## src/design/fir7_pkg.sv

```systemverilog
`timescale 1ns / 1ps
package fir7_pkg;

    localparam int TAPS        = 7;
    localparam int SAMPLE_BITS = 32;
    localparam int STORE_BITS  = (SAMPLE_BITS < 32) ? SAMPLE_BITS : 32;
    localparam int SLOT_W      = $clog2(TAPS);
    localparam int COEF_W      = 17;
    localparam int FRAC_SHIFT  = 17;
    localparam int PROD_W      = STORE_BITS + COEF_W;
    localparam int ACC_W       = PROD_W + $clog2(TAPS);
    localparam int DT_W        = 20;
    localparam int MODE_W      = 2;
    localparam int DEN_W       = DT_W + FRAC_SHIFT;
    localparam int MICRO_W     = 20;
    localparam int NUM_W       = ACC_W + MICRO_W;
    localparam int QUO_W       = 33;
    localparam int CNT_W       = $clog2(QUO_W);
    localparam int SPLIT       = ACC_W / 2;
    localparam int QUEUE_DEPTH = 2;

    localparam logic [MICRO_W-1:0] MICROS_PER_SECOND = MICRO_W'(1000000);

    typedef logic [MODE_W-1:0] t_mode;
    localparam t_mode MODE_DIFF_100 = 2'd0;
    localparam t_mode MODE_DIFF_200 = 2'd1;
    localparam t_mode MODE_LOWPASS  = 2'd2;

    typedef struct packed {
        logic signed [31:0] sample_in;
        logic [DT_W-1:0]    time_step_us;
    } t_in_item;

    typedef struct packed {
        logic signed [31:0] filtered_out;
        logic               saturated;
    } t_out_item;

    typedef enum logic [1:0] {
        OP_LOWPASS,
        OP_ZERO_DT,
        OP_DIVIDE
    } t_op;

    typedef struct packed {
        t_op              op;
        logic             neg;
        logic [ACC_W-1:0] mag;
        logic [DT_W-1:0]  dt;
    } t_job;

    typedef enum logic [1:0] {
        F_IDLE,
        F_MUL,
        F_ACC,
        F_PUSH
    } t_front_state;

    typedef enum logic [2:0] {
        B_IDLE,
        B_MUL_LO,
        B_MUL_HI,
        B_SUM,
        B_CHECK,
        B_DIV,
        B_ROUND,
        B_EMIT
    } t_back_state;

    // Q1.17 coefficient sets; tap 0 meets the oldest sample. Unused mode acts as low-pass.
    function automatic logic signed [COEF_W-1:0] coef(t_mode mode, logic [SLOT_W-1:0] tap);
        logic signed [COEF_W-1:0] c;
        c = '0;
        case (mode)
            MODE_DIFF_100: begin
                case (int'(tap))
                    0: c = -17'sd13736;
                    1: c = -17'sd9212;
                    2: c = -17'sd4623;
                    4: c = 17'sd4623;
                    5: c = 17'sd9212;
                    6: c = 17'sd13736;
                    default: c = '0;
                endcase
            end
            MODE_DIFF_200: begin
                case (int'(tap))
                    0: c = -17'sd13368;
                    1: c = -17'sd8923;
                    2: c = -17'sd4465;
                    4: c = 17'sd4465;
                    5: c = 17'sd8923;
                    6: c = 17'sd13368;
                    default: c = '0;
                endcase
            end
            default: begin
                case (int'(tap))
                    0: c = 17'sd3097;
                    1: c = 17'sd12163;
                    2: c = 17'sd30451;
                    3: c = 17'sd39651;
                    4: c = 17'sd30451;
                    5: c = 17'sd12163;
                    6: c = 17'sd3097;
                    default: c = '0;
                endcase
            end
        endcase
        return c;
    endfunction

endpackage

```

## src/design/fir7_front.sv

```systemverilog
`timescale 1ns / 1ps
module fir7_front (
    input  logic              i_clk,
    input  logic              i_rst_n,
    input  fir7_pkg::t_mode   i_mode,
    input  logic              i_in_valid,
    output logic              o_in_ready,
    input  fir7_pkg::t_in_item i_in_data,
    output logic              o_job_valid,
    input  logic              i_job_ready,
    output fir7_pkg::t_job    o_job
);
    import fir7_pkg::*;

    t_front_state                r_state, n_state;
    logic signed [STORE_BITS-1:0] r_win [TAPS];
    logic [SLOT_W-1:0]           r_slot;
    logic [SLOT_W-1:0]           r_ptr;
    logic [SLOT_W-1:0]           r_tap;
    t_mode                       r_mode;
    logic [DT_W-1:0]             r_dt;
    logic signed [PROD_W-1:0]    r_prod;
    logic signed [ACC_W-1:0]     r_acc;
    logic signed [PROD_W-1:0]    w_prod;
    logic                        w_accept;
    logic                        w_last_tap;
    logic                        w_diff_mode;

    function automatic logic [SLOT_W-1:0] slot_inc(logic [SLOT_W-1:0] s);
        return (s == SLOT_W'(TAPS - 1)) ? '0 : s + SLOT_W'(1);
    endfunction

    assign w_accept    = i_in_valid && o_in_ready;
    assign w_last_tap  = (r_tap == SLOT_W'(TAPS - 1));
    assign w_prod      = r_win[r_ptr] * coef(r_mode, r_tap);
    assign w_diff_mode = (r_mode == MODE_DIFF_100) || (r_mode == MODE_DIFF_200);

    always_ff @(posedge i_clk) begin
        if (!i_rst_n) begin
            r_state <= F_IDLE;
        end else begin
            r_state <= n_state;
        end
    end

    always_comb begin
        n_state     = r_state;
        o_in_ready  = 1'b0;
        o_job_valid = 1'b0;
        case (r_state)
            F_IDLE: begin
                o_in_ready = 1'b1;
                if (i_in_valid) n_state = F_MUL;
            end
            F_MUL: n_state = F_ACC;
            F_ACC: n_state = w_last_tap ? F_PUSH : F_MUL;
            F_PUSH: begin
                o_job_valid = 1'b1;
                if (i_job_ready) n_state = F_IDLE;
            end
            default: n_state = F_IDLE;
        endcase
    end

    // delay line and write slot start cleared
    always_ff @(posedge i_clk) begin
        if (!i_rst_n) begin
            for (int i = 0; i < TAPS; i++) r_win[i] <= '0;
            r_slot <= '0;
        end else if (w_accept) begin
            r_win[r_slot] <= i_in_data.sample_in[STORE_BITS-1:0];
            r_slot        <= slot_inc(r_slot);
        end
    end

    always_ff @(posedge i_clk) begin
        case (r_state)
            F_IDLE: begin
                if (w_accept) begin
                    r_ptr  <= slot_inc(r_slot);
                    r_tap  <= '0;
                    r_acc  <= '0;
                    r_mode <= i_mode;
                    r_dt   <= i_in_data.time_step_us;
                end
            end
            F_MUL: r_prod <= w_prod;
            F_ACC: begin
                r_acc <= r_acc + ACC_W'(r_prod);
                if (!w_last_tap) begin
                    r_tap <= r_tap + SLOT_W'(1);
                    r_ptr <= slot_inc(r_ptr);
                end
            end
            default: ;
        endcase
    end

    // classify: low-pass, zero step, or divide
    always_comb begin
        o_job.neg = r_acc[ACC_W-1];
        o_job.mag = r_acc[ACC_W-1] ? ACC_W'(-r_acc) : ACC_W'(r_acc);
        o_job.dt  = r_dt;
        if (!w_diff_mode) begin
            o_job.op = OP_LOWPASS;
        end else if (r_dt == '0) begin
            o_job.op = OP_ZERO_DT;
        end else begin
            o_job.op = OP_DIVIDE;
        end
    end

endmodule

```

## src/design/fir7_queue.sv

```systemverilog
`timescale 1ns / 1ps
module fir7_queue (
    input  logic           i_clk,
    input  logic           i_rst_n,
    input  logic           i_push_valid,
    output logic           o_push_ready,
    input  fir7_pkg::t_job i_push_data,
    output logic           o_pop_valid,
    input  logic           i_pop_ready,
    output fir7_pkg::t_job o_pop_data
);
    import fir7_pkg::*;

    localparam int PTR_W  = (QUEUE_DEPTH > 1) ? $clog2(QUEUE_DEPTH) : 1;
    localparam int QCNT_W = $clog2(QUEUE_DEPTH + 1);

    t_job              r_mem [QUEUE_DEPTH];
    logic [PTR_W-1:0]  r_wr;
    logic [PTR_W-1:0]  r_rd;
    logic [QCNT_W-1:0] r_count;
    logic              w_push;
    logic              w_pop;

    function automatic logic [PTR_W-1:0] ptr_inc(logic [PTR_W-1:0] p);
        return (p == PTR_W'(QUEUE_DEPTH - 1)) ? '0 : p + PTR_W'(1);
    endfunction

    assign o_push_ready = (r_count != QCNT_W'(QUEUE_DEPTH));
    assign o_pop_valid  = (r_count != '0);
    assign o_pop_data   = r_mem[r_rd];
    assign w_push       = i_push_valid && o_push_ready;
    assign w_pop        = o_pop_valid && i_pop_ready;

    always_ff @(posedge i_clk) begin
        if (!i_rst_n) begin
            r_wr    <= '0;
            r_rd    <= '0;
            r_count <= '0;
        end else begin
            if (w_push) r_wr <= ptr_inc(r_wr);
            if (w_pop)  r_rd <= ptr_inc(r_rd);
            if (w_push && !w_pop) begin
                r_count <= r_count + QCNT_W'(1);
            end else if (w_pop && !w_push) begin
                r_count <= r_count - QCNT_W'(1);
            end
        end
    end

    always_ff @(posedge i_clk) begin
        if (w_push) r_mem[r_wr] <= i_push_data;
    end

endmodule

```

## src/design/fir7_back.sv

```systemverilog
`timescale 1ns / 1ps
module fir7_back (
    input  logic                i_clk,
    input  logic                i_rst_n,
    input  logic                i_job_valid,
    output logic                o_job_ready,
    input  fir7_pkg::t_job      i_job,
    output logic                o_out_valid,
    input  logic                i_out_ready,
    output fir7_pkg::t_out_item o_out_data
);
    import fir7_pkg::*;

    localparam int HI_W  = ACC_W - SPLIT;
    localparam int PP_W  = HI_W + MICRO_W;
    localparam int CMP_W = (NUM_W > DEN_W + QUO_W) ? NUM_W : DEN_W + QUO_W;
    localparam logic [ACC_W-1:0] POS_LIMIT  = ACC_W'(64'h7FFF_FFFF);
    localparam logic [ACC_W-1:0] NEG_LIMIT  = ACC_W'(64'h8000_0000);
    localparam logic [ACC_W:0]   ROUND_HALF = (ACC_W + 1)'(1) << (FRAC_SHIFT - 1);

    t_back_state      r_state, n_state;
    t_op              r_op;
    logic             r_neg;
    logic [ACC_W-1:0] r_mag;
    logic [DEN_W-1:0] r_den;
    logic [PP_W-1:0]  r_pp;
    logic [NUM_W-1:0] r_num;
    logic [DEN_W-1:0] r_rem;
    logic [CNT_W-1:0] r_cnt;
    logic [ACC_W-1:0] r_res_mag;
    logic             r_res_over;
    logic             r_res_sat;
    logic             r_out_valid;
    t_out_item        r_out_data;

    logic             w_take;
    logic             w_load;
    logic             w_over;
    logic             w_last_bit;
    logic [DEN_W:0]   w_trial;
    logic             w_ge;
    logic             w_round_up;
    logic [ACC_W:0]   w_lp_sum;

    function automatic t_out_item clamp(logic neg, logic [ACC_W-1:0] mag, logic over,
                                        logic sat);
        t_out_item  o;
        logic [31:0] w;
        w = mag[31:0];
        if (neg) w = ~w + 32'd1;
        o.saturated = sat;
        if (!neg && (over || mag > POS_LIMIT)) begin
            w           = 32'h7FFF_FFFF;
            o.saturated = 1'b1;
        end else if (neg && (over || mag > NEG_LIMIT)) begin
            w           = 32'h8000_0000;
            o.saturated = 1'b1;
        end
        o.filtered_out = w;
        return o;
    endfunction

    assign w_take     = i_job_valid && o_job_ready;
    assign w_over     = CMP_W'(r_num) >= CMP_W'({r_den, {QUO_W{1'b0}}});
    assign w_last_bit = (r_cnt == CNT_W'(QUO_W - 1));
    assign w_trial    = {r_rem, r_num[QUO_W-1]};
    assign w_ge       = w_trial >= {1'b0, r_den};
    assign w_round_up = {r_rem, 1'b0} >= {1'b0, r_den};
    assign w_lp_sum   = {1'b0, r_mag} + ROUND_HALF;
    assign o_out_valid = r_out_valid;
    assign o_out_data  = r_out_data;

    always_ff @(posedge i_clk) begin
        if (!i_rst_n) begin
            r_state <= B_IDLE;
        end else begin
            r_state <= n_state;
        end
    end

    always_comb begin
        n_state     = r_state;
        o_job_ready = 1'b0;
        w_load      = 1'b0;
        case (r_state)
            B_IDLE: begin
                o_job_ready = 1'b1;
                if (i_job_valid) n_state = (i_job.op == OP_DIVIDE) ? B_MUL_LO : B_ROUND;
            end
            B_MUL_LO: n_state = B_MUL_HI;
            B_MUL_HI: n_state = B_SUM;
            B_SUM:    n_state = B_CHECK;
            B_CHECK:  n_state = w_over ? B_EMIT : B_DIV;
            B_DIV:    n_state = w_last_bit ? B_ROUND : B_DIV;
            B_ROUND:  n_state = B_EMIT;
            B_EMIT: begin
                w_load = !r_out_valid || i_out_ready;
                if (w_load) n_state = B_IDLE;
            end
            default: n_state = B_IDLE;
        endcase
    end

    always_ff @(posedge i_clk) begin
        case (r_state)
            B_IDLE: begin
                if (w_take) begin
                    r_op  <= i_job.op;
                    r_neg <= i_job.neg;
                    r_mag <= i_job.mag;
                    r_den <= {i_job.dt, {FRAC_SHIFT{1'b0}}};
                end
            end
            // numerator = magnitude * 1e6, as two partial products
            B_MUL_LO: r_pp <= PP_W'(r_mag[SPLIT-1:0]) * PP_W'(MICROS_PER_SECOND);
            B_MUL_HI: begin
                r_num <= NUM_W'(r_pp);
                r_pp  <= PP_W'(r_mag[ACC_W-1:SPLIT]) * PP_W'(MICROS_PER_SECOND);
            end
            B_SUM: r_num <= r_num + (NUM_W'(r_pp) << SPLIT);
            B_CHECK: begin
                if (w_over) begin
                    r_res_mag  <= '0;
                    r_res_over <= 1'b1;
                    r_res_sat  <= 1'b0;
                end else begin
                    r_rem <= DEN_W'(r_num >> QUO_W);
                    r_cnt <= '0;
                end
            end
            // restoring divide, one quotient bit a cycle
            B_DIV: begin
                r_rem <= w_ge ? DEN_W'(w_trial - {1'b0, r_den}) : DEN_W'(w_trial);
                r_num[QUO_W-1:0] <= {r_num[QUO_W-2:0], w_ge};
                r_cnt <= r_cnt + CNT_W'(1);
            end
            B_ROUND: begin
                case (r_op)
                    OP_ZERO_DT: begin
                        r_res_mag  <= '0;
                        r_res_over <= (r_mag != '0);
                        r_res_sat  <= 1'b1;
                    end
                    OP_DIVIDE: begin
                        r_res_mag  <= ACC_W'(r_num[QUO_W-1:0]) + ACC_W'(w_round_up);
                        r_res_over <= 1'b0;
                        r_res_sat  <= 1'b0;
                    end
                    default: begin
                        r_res_mag  <= ACC_W'(w_lp_sum[ACC_W:FRAC_SHIFT]);
                        r_res_over <= 1'b0;
                        r_res_sat  <= 1'b0;
                    end
                endcase
            end
            default: ;
        endcase
    end

    always_ff @(posedge i_clk) begin
        if (!i_rst_n) begin
            r_out_valid <= 1'b0;
        end else if (w_load) begin
            r_out_valid <= 1'b1;
        end else if (i_out_ready) begin
            r_out_valid <= 1'b0;
        end
    end

    always_ff @(posedge i_clk) begin
        if (w_load) r_out_data <= clamp(r_neg, r_res_mag, r_res_over, r_res_sat);
    end

endmodule

```

## src/design/fir7_differentiator_lowpass_top.sv

```systemverilog
`timescale 1ns / 1ps
// Channel   Dir  Handshake                 Beat
// -------   ---  ------------------------  -----------------------------------
// in        in   i_in_valid / o_in_ready   t_in_item: sample_in, time_step_us
// out       out  o_out_valid / i_out_ready t_out_item: filtered_out, saturated
// cfg       in   i_cfg_we (no wait)        i_cfg_data: filter_mode
//
// The front takes one beat at a time: it accepts, then runs each tap through the
// shared 32x17 multiplier and the accumulator, then hands off to the queue.
// In the differentiator modes the back runs each item through the 33-step
// serial divider; a quotient out of range skips the divide.
// Low-pass and zero time steps skip the multiply and the divide in the back.
// Reset is synchronous, active low, and clears the delay line.
// A two-entry queue and the output register let either side stall on its own.
module fir7_differentiator_lowpass_top (
    input  logic                i_clk,
    input  logic                i_rst_n,
    input  logic                i_cfg_we,
    input  fir7_pkg::t_mode     i_cfg_data,
    input  logic                i_in_valid,
    output logic                o_in_ready,
    input  fir7_pkg::t_in_item  i_in_data,
    output logic                o_out_valid,
    input  logic                i_out_ready,
    output fir7_pkg::t_out_item o_out_data
);
    import fir7_pkg::*;

    t_mode r_mode;

    // front -> queue
    logic  w_push_valid;
    logic  w_push_ready;
    t_job  w_push_job;

    // queue -> back
    logic  w_pop_valid;
    logic  w_pop_ready;
    t_job  w_pop_job;

    // hold the mode register; the user must write it only while the block is idle (not enforced here)
    always_ff @(posedge i_clk) begin
        if (!i_rst_n) begin
            r_mode <= MODE_DIFF_100;
        end else if (i_cfg_we) begin
            r_mode <= i_cfg_data;
        end
    end

    // accept a sample, advance the delay line, run the taps, classify the sum
    fir7_front u_front (
        .i_clk       (i_clk),
        .i_rst_n     (i_rst_n),
        .i_mode      (r_mode),
        .i_in_valid  (i_in_valid),
        .o_in_ready  (o_in_ready),
        .i_in_data   (i_in_data),
        .o_job_valid (w_push_valid),
        .i_job_ready (w_push_ready),
        .o_job       (w_push_job)
    );

    // buffer classified sums so the front can move on during a divide
    fir7_queue u_queue (
        .i_clk        (i_clk),
        .i_rst_n      (i_rst_n),
        .i_push_valid (w_push_valid),
        .o_push_ready (w_push_ready),
        .i_push_data  (w_push_job),
        .o_pop_valid  (w_pop_valid),
        .i_pop_ready  (w_pop_ready),
        .o_pop_data   (w_pop_job)
    );

    // scale or divide, round, saturate, and drive the output register
    fir7_back u_back (
        .i_clk       (i_clk),
        .i_rst_n     (i_rst_n),
        .i_job_valid (w_pop_valid),
        .o_job_ready (w_pop_ready),
        .i_job       (w_pop_job),
        .o_out_valid (o_out_valid),
        .i_out_ready (i_out_ready),
        .o_out_data  (o_out_data)
    );

endmodule

```

## config.mk

```make
export PLATFORM = sky130hd
export DESIGN_NAME = fir7_differentiator_lowpass_top
export DESIGN_NICKNAME = d
export VERILOG_FILES = /design/src/design/fir7_pkg.sv /design/src/design/fir7_front.sv /design/src/design/fir7_queue.sv /design/src/design/fir7_back.sv /design/src/design/fir7_differentiator_lowpass_top.sv
export SDC_FILE = /design/constraint.sdc
export NUM_CORES = 2
export LEC_CHECK = 0
export BUFFER_PORTS_ARGS = -buffer_cell sky130_fd_sc_hd__buf_2
export CORE_MARGIN = 8
export CORE_UTILIZATION = 55
export CTS_BUF_LIST = sky130_fd_sc_hd__clkbuf_8
export DETAILED_ROUTE_END_ITERATION = 6
export GPL_TIMING_DRIVEN = 0
export MAX_ROUTING_LAYER = met4
export PLACE_DENSITY = 0.77
export SLEW_MARGIN = 10
export SYNTH_ARGS = -nofsm -noshare
export SYNTH_HDL_FRONTEND = slang
export SYNTH_HIERARCHICAL = 1
export SYNTH_SLANG_ARGS = --single-unit
```

## constraint.sdc

```tcl
create_clock -name i_clk -period 10.25 [get_ports i_clk]
set_input_delay 1.5375 -clock i_clk [delete_from_list [all_inputs] [get_ports i_clk]]
set_output_delay 1.5375 -clock i_clk [all_outputs]
set_load 0.1 [all_outputs]
```

# After elaboration in Yosys (flattened, before gate mapping)
# Memories as Yosys holds them, arrays and structs flattened. A register that Yosys moved wholly into a read port is not among the register bits.
# Cells that the tools add are included.
# classes
multipliers,3
magnitude_cmp,5
n_addsub,15
eq_ne,32
muxes,68
n_bitwise,1
reduce_logical,43
# op_table
operator,count
$pmux 52 s2,3
$pmux 17 s6,2
$mux 52,3
$pmux 33 s3,1
$mux 32,3
$pmux 46 s2,1
$mul 26x14->40 const B,2
$pmux 39 s2,1
$ge 38x37->1,2
$mux 37,2
$pmux 37 s2,1
$add 72x72->72,1
$ge 72x70->1,1
$pmux 16 s4,1
$add 52x17->53 const B,1
$add 52x49->52,1
$gt 52x31->1 const B,1
$gt 52x32->1 const B,1
$neg 52->52,1
$reduce_bool 52->1,1
$mul 32x17->49,1
$sub 37x37->37,1
$add 33x1->34,1
$pmux 17 s2,1
other kinds (36),133
# word_totals
elab_cells,197
register_bits,467
out_inout_bits,35
mem_bits_rw,374
memories,2
# memory_table
memory,words,width,rd,rd_ports_with_merged_regs,write_ports,line,source
u_front.r_win,7,32,1,1,7,fir7_front.sv:16,logic signed [STORE_BITS-1:0] r_win [TAPS];
u_queue.r_mem,2,75,1,1,1,fir7_queue.sv:17,t_job r_mem [QUEUE_DEPTH];

# Logic depth before layout (Yosys ltp)
# logic_depth
depth_word,8
mapped_depth,35

# Hierarchy
# Netlist, hierarchy kept.
# modules_own_cells
module,n_inst,cells_per_inst,area_per_inst_um2
fir7_front,1,3834,38769.7
fir7_back,1,2842,29329.4
fir7_queue,1,257,5665.4
fir7_differentiator_lowpass_top,1,6,72.6

# Least setup slack after synthesis
# No wires, ideal clock.
# synth_path
path_type,reg2reg
from,reg with a tool-made name
to,reg u_front.r_prod[45] (data pin)
arrival_ns,8.330
path_stages_with_launch,28
path_buffers,3
path_slack_ns,1.659
setup_time_ns,0.261
path_cell_list,dfxtp_1 clkbuf_1 clkbuf_1 buf_1 mux4_2 mux2i_1 nor2_1 fa_1 inv_1 fa_1 fa_1 inv_1 fa_1 fa_1 inv_1 fa_1 inv_1 ha_1 and3_1 nand3_1 or3b_2 a2111oi_0 o211ai_1 a21oi_1 a21boi_1 o41ai_1 a21o_1 xor2_1
# synth_rtl
element,line,source
to (signal assigned),fir7_front.sv:87,F_MUL: r_prod <= w_prod;
to (decl),fir7_front.sv:22,logic signed [PROD_W-1:0] r_prod;

==> results.sh <==
export IMPL_rsz0062_at_grt="no"
export IMPL_critical_path_class="register to register"
export IMPL_ant_nets=0
export IMPL_drc=8
export IMPL_yosysTopAreaCellShare_pct=32.7
export IMPL_clk_pin_slew_ns=0.06
export IMPL_final_nets=8580
export IMPL_grt_pass1_wl_um=321000
export IMPL_io_pin_count=94
export IMPL_place_area_mm2=0.0770
export IMPL_post_cts_buffers=0
export IMPL_drt_iter0_drc=4337
export IMPL_via_per_inst=5.85
export IMPL_slowest_stage="mux2i_1"
export IMPL_wl_um=208000
export IMPL_hold_violations=0
export IMPL_crit_family="adder cells"
export IMPL_die_x_um=382
export IMPL_io_buffer_count=93
export IMPL_syn_area_per_cell_um2=10.6
export IMPL_path_max_fanout=10
export IMPL_htree_levels=4
export IMPL_clockBufferDepth=3
export IMPL_start_util_pct=55.4
export IMPL_seq_area_frac_synth_pct=34.1
export IMPL_synth_most_common_cell="inv_1"
export IMPL_status="finished with violations"
export IMPL_clock_sinks=855
export IMPL_async_flop_share_pct=0
export IMPL_dieArea_mm2=0.146
export IMPL_slew_headroom_pct=9.44
export IMPL_drv_cap=0
export IMPL_setup_violations=0
export IMPL_dp_hpwl_um=167000
export IMPL_cp_buffers_inverters=5
export IMPL_synth_main_ff_cell="edfxtp_1"
export IMPL_cts_made_buffers=147
export IMPL_arrival_ns=10.45
export IMPL_die_h_um=382
export IMPL_clock_root_buffer="clkbuf_8"
export IMPL_ys_seq_elements=855
export IMPL_fmax_ghz=0.101
export IMPL_coreArea_mm2=0.133
export IMPL_syn_to_final_growth_pct=8.51
export IMPL_cp_start_kind="register"
export IMPL_end_kind="register"
export IMPL_fin_crit_sh_pct=96.4
export IMPL_place_congestion=0.986
export IMPL_cts_hold_buf=0
export IMPL_first_global_vias=55022
export IMPL_grt_max_degree=63
export IMPL_crit_top_cell="fa_1"
export IMPL_layout_drive_gt1_share_pct=8.46
export IMPL_syn_area_mm2=0.0738
export IMPL_design_area_mm2=0.0801
export IMPL_synth_cell_types=93
export IMPL_dr_pass1_iters=7
export IMPL_cp_slowest_stage_delay_ns=0.99
export IMPL_synth_nets=8321
export IMPL_rows=134
export IMPL_grt_usage_pct=29.1
export IMPL_cts_resized=12
export IMPL_clock_skew_ns=0.0725
export IMPL_ys_warn_count=6
export IMPL_critical_path_required_ns=10.82
export IMPL_crit_chain="clkbuf_1 > clkbuf_1 > buf_1 > mux2i_1 > nor2_1 > fa_1 > fa_1 > fa_1 > fa_1 > fa_1 > inv_1 > fa_1 > inv_1 > ha_1 > a21o_1 > o21bai_1 > a211oi_1 > o31ai_1 > o211ai_1 > a21oi_1 > a21boi_1 > o41ai_1 > a21o_1 > xor2_1"
export IMPL_finalCriticalPeriod_ns=9.88
export IMPL_slew_violations=0
export IMPL_tightest_slew_ns=1.32
export IMPL_synth_largest_area_cell="edfxtp_1"
export IMPL_grt_ovfl_total=0
export IMPL_syn_inst=6939
export IMPL_synth_edf_count=804
export IMPL_synth_top_cells_by_area="edfxtp_1 33%, fa_1 20%, ha_1 10%"
export IMPL_wire_per_inst_um=22.9
export IMPL_synth_common_cells="1030 x inv_1, 804 x edfxtp_1, 735 x fa_1, 644 x nand2_1, 590 x nor2_1"
export IMPL_hold_class="register to register"
export IMPL_cts_tree="yes"
export IMPL_vias=53179
export IMPL_failed_checks="DRC"
export IMPL_antenna_found_initial=2
export IMPL_clk_latency_ns=0.85
==> layer usage <==
layer / wire, um / global-route usage (%) / vias up
met4: 13600 / 15.8 / 0
met5: 0 / - / -
met1: 80100 / 34.2 / 26366
met3: 13000 / 4.05 / 562
li1: - / - / 24016
met2: 102000 / 48.6 / 2235
==> sequential cells by signal, indices dropped and copies added, names as in the netlist, 33 cells and up, named ones only <==
signal             flops
u_back/o_out_data     33
u_back/r_mag          52
u_back/r_num          72
u_back/r_pp           40
u_back/r_rem          37
u_back/r_res_mag      36
u_front/r_acc         52
u_front/r_prod        49
u_front/r_win        256
u_queue/r_mem        150
==> cell families (layout without fill, tap and decap cells) <==
| logic type | Yosys count | count (layout) | share of synthesized area [%] |
|---|---|---|---|
| simple gates | 1880 | 1880 | 11.8 |
| mux | 227 | 227 | 4.34 |
| fa+ha+maj | 1323 | 1323 | 29.9 |
| xor+xnor | 312 | 312 | 3.70 |
| buf+inv | 1262 | 1640 | 6.53 |
| flops | 855 | 855 | 34.1 |
| compound gates | 1080 | 1080 | 9.66 |
| other cells | 0 | 2 | 0 |
==> cell type report <==
type / instances / area (um2)
antenna: 2 / 5.00
buffer: 229 / 960
clock buffer: 162 / 2230
clock inverter: 106 / 774
fill: 10989 / 53200
inverter: 1030 / 3870
multi-input combinational: 4822 / 44000
sequential: 855 / 25200
tap: 1768 / 2210
timing repair buffer: 113 / 867
==> metrics by stage <==
stage               util, %  setup WS, ns  hold WS, ns  cells  setup TNS, ns
finish                 60.1         0.366        0.473   9087              0
global route           60.1        0.0160        0.496   9087              0
CTS                    60.1        0.0380        0.472   9087              0
detailed placement     57.8         -1.14        0.464   8820          -6.63
global placement       57.4         -1.24        0.451   8800          -7.46
floorplan                 -          1.66        0.408   6939              0
==> path summary, 6_finish.rpt <==
check             cells past startpoint  slack [ns]                           endpoint                              start
setup / recovery                     24        0.37       u_front/r_prod[45]$_DFFE_PN_                           register
hold reg to reg                       2        0.47  u_front/r_win[6][15]$_SDFFE_PN0P_  u_front/r_win[6][15]$_SDFFE_PN0P_
setup reg to reg                     24        0.37       u_front/r_prod[45]$_DFFE_PN_                           register
hold / removal                        2        0.47  u_front/r_win[6][15]$_SDFFE_PN0P_  u_front/r_win[6][15]$_SDFFE_PN0P_
==> worst reg2reg max path: stages, from the launching register on <==
cell and delay (ns):
dfxtp_1 0.31, clkbuf_1 0.57, clkbuf_1 0.81, buf_1 0.78, mux2i_1 1.00, nor2_1 0.15
fa_1 0.55, fa_1 0.50, fa_1 0.52, fa_1 0.53, fa_1 0.66, inv_1 0.09
fa_1 0.53, inv_1 0.04, ha_1 0.37, a21o_1 0.19, o21bai_1 0.13, a211oi_1 0.09
o31ai_1 0.48, o211ai_1 0.23, a21oi_1 0.33, a21boi_1 0.19, o41ai_1 0.35, a21o_1 0.19
xor2_1 0.06
==> cell usage in the layout, fill, tap and decap left out, types with 27 or more instances in the layout <==
cell type and instances:
inv_1 1063, edfxtp_1 804, fa_1 735, nand2_1 641
ha_1 588, nor2_1 586, a21oi_1 256, xnor2_1 215
o21ai_0 184, clkbuf_1 183, clkbuf_8 162, a21o_1 149
and2_1 148, mux2_2 105, buf_2 103, xor2_1 97
nor3_1 67, mux4_2 64, nor2b_1 62, nand3_1 60
nand2b_1 56, dfxtp_1 51, nand4_1 51, a21boi_0 47
o21a_1 44, mux2i_1 43, a211oi_1 43, or3_1 40
o22ai_1 39, a31oi_1 38, o31ai_1 37, and3_1 33
nor4_1 31, clkinv_1 27
Power is left out: the tool's default activity adds up to more than one toggle a clock period on the data nets, which glitch-free logic cannot reach.
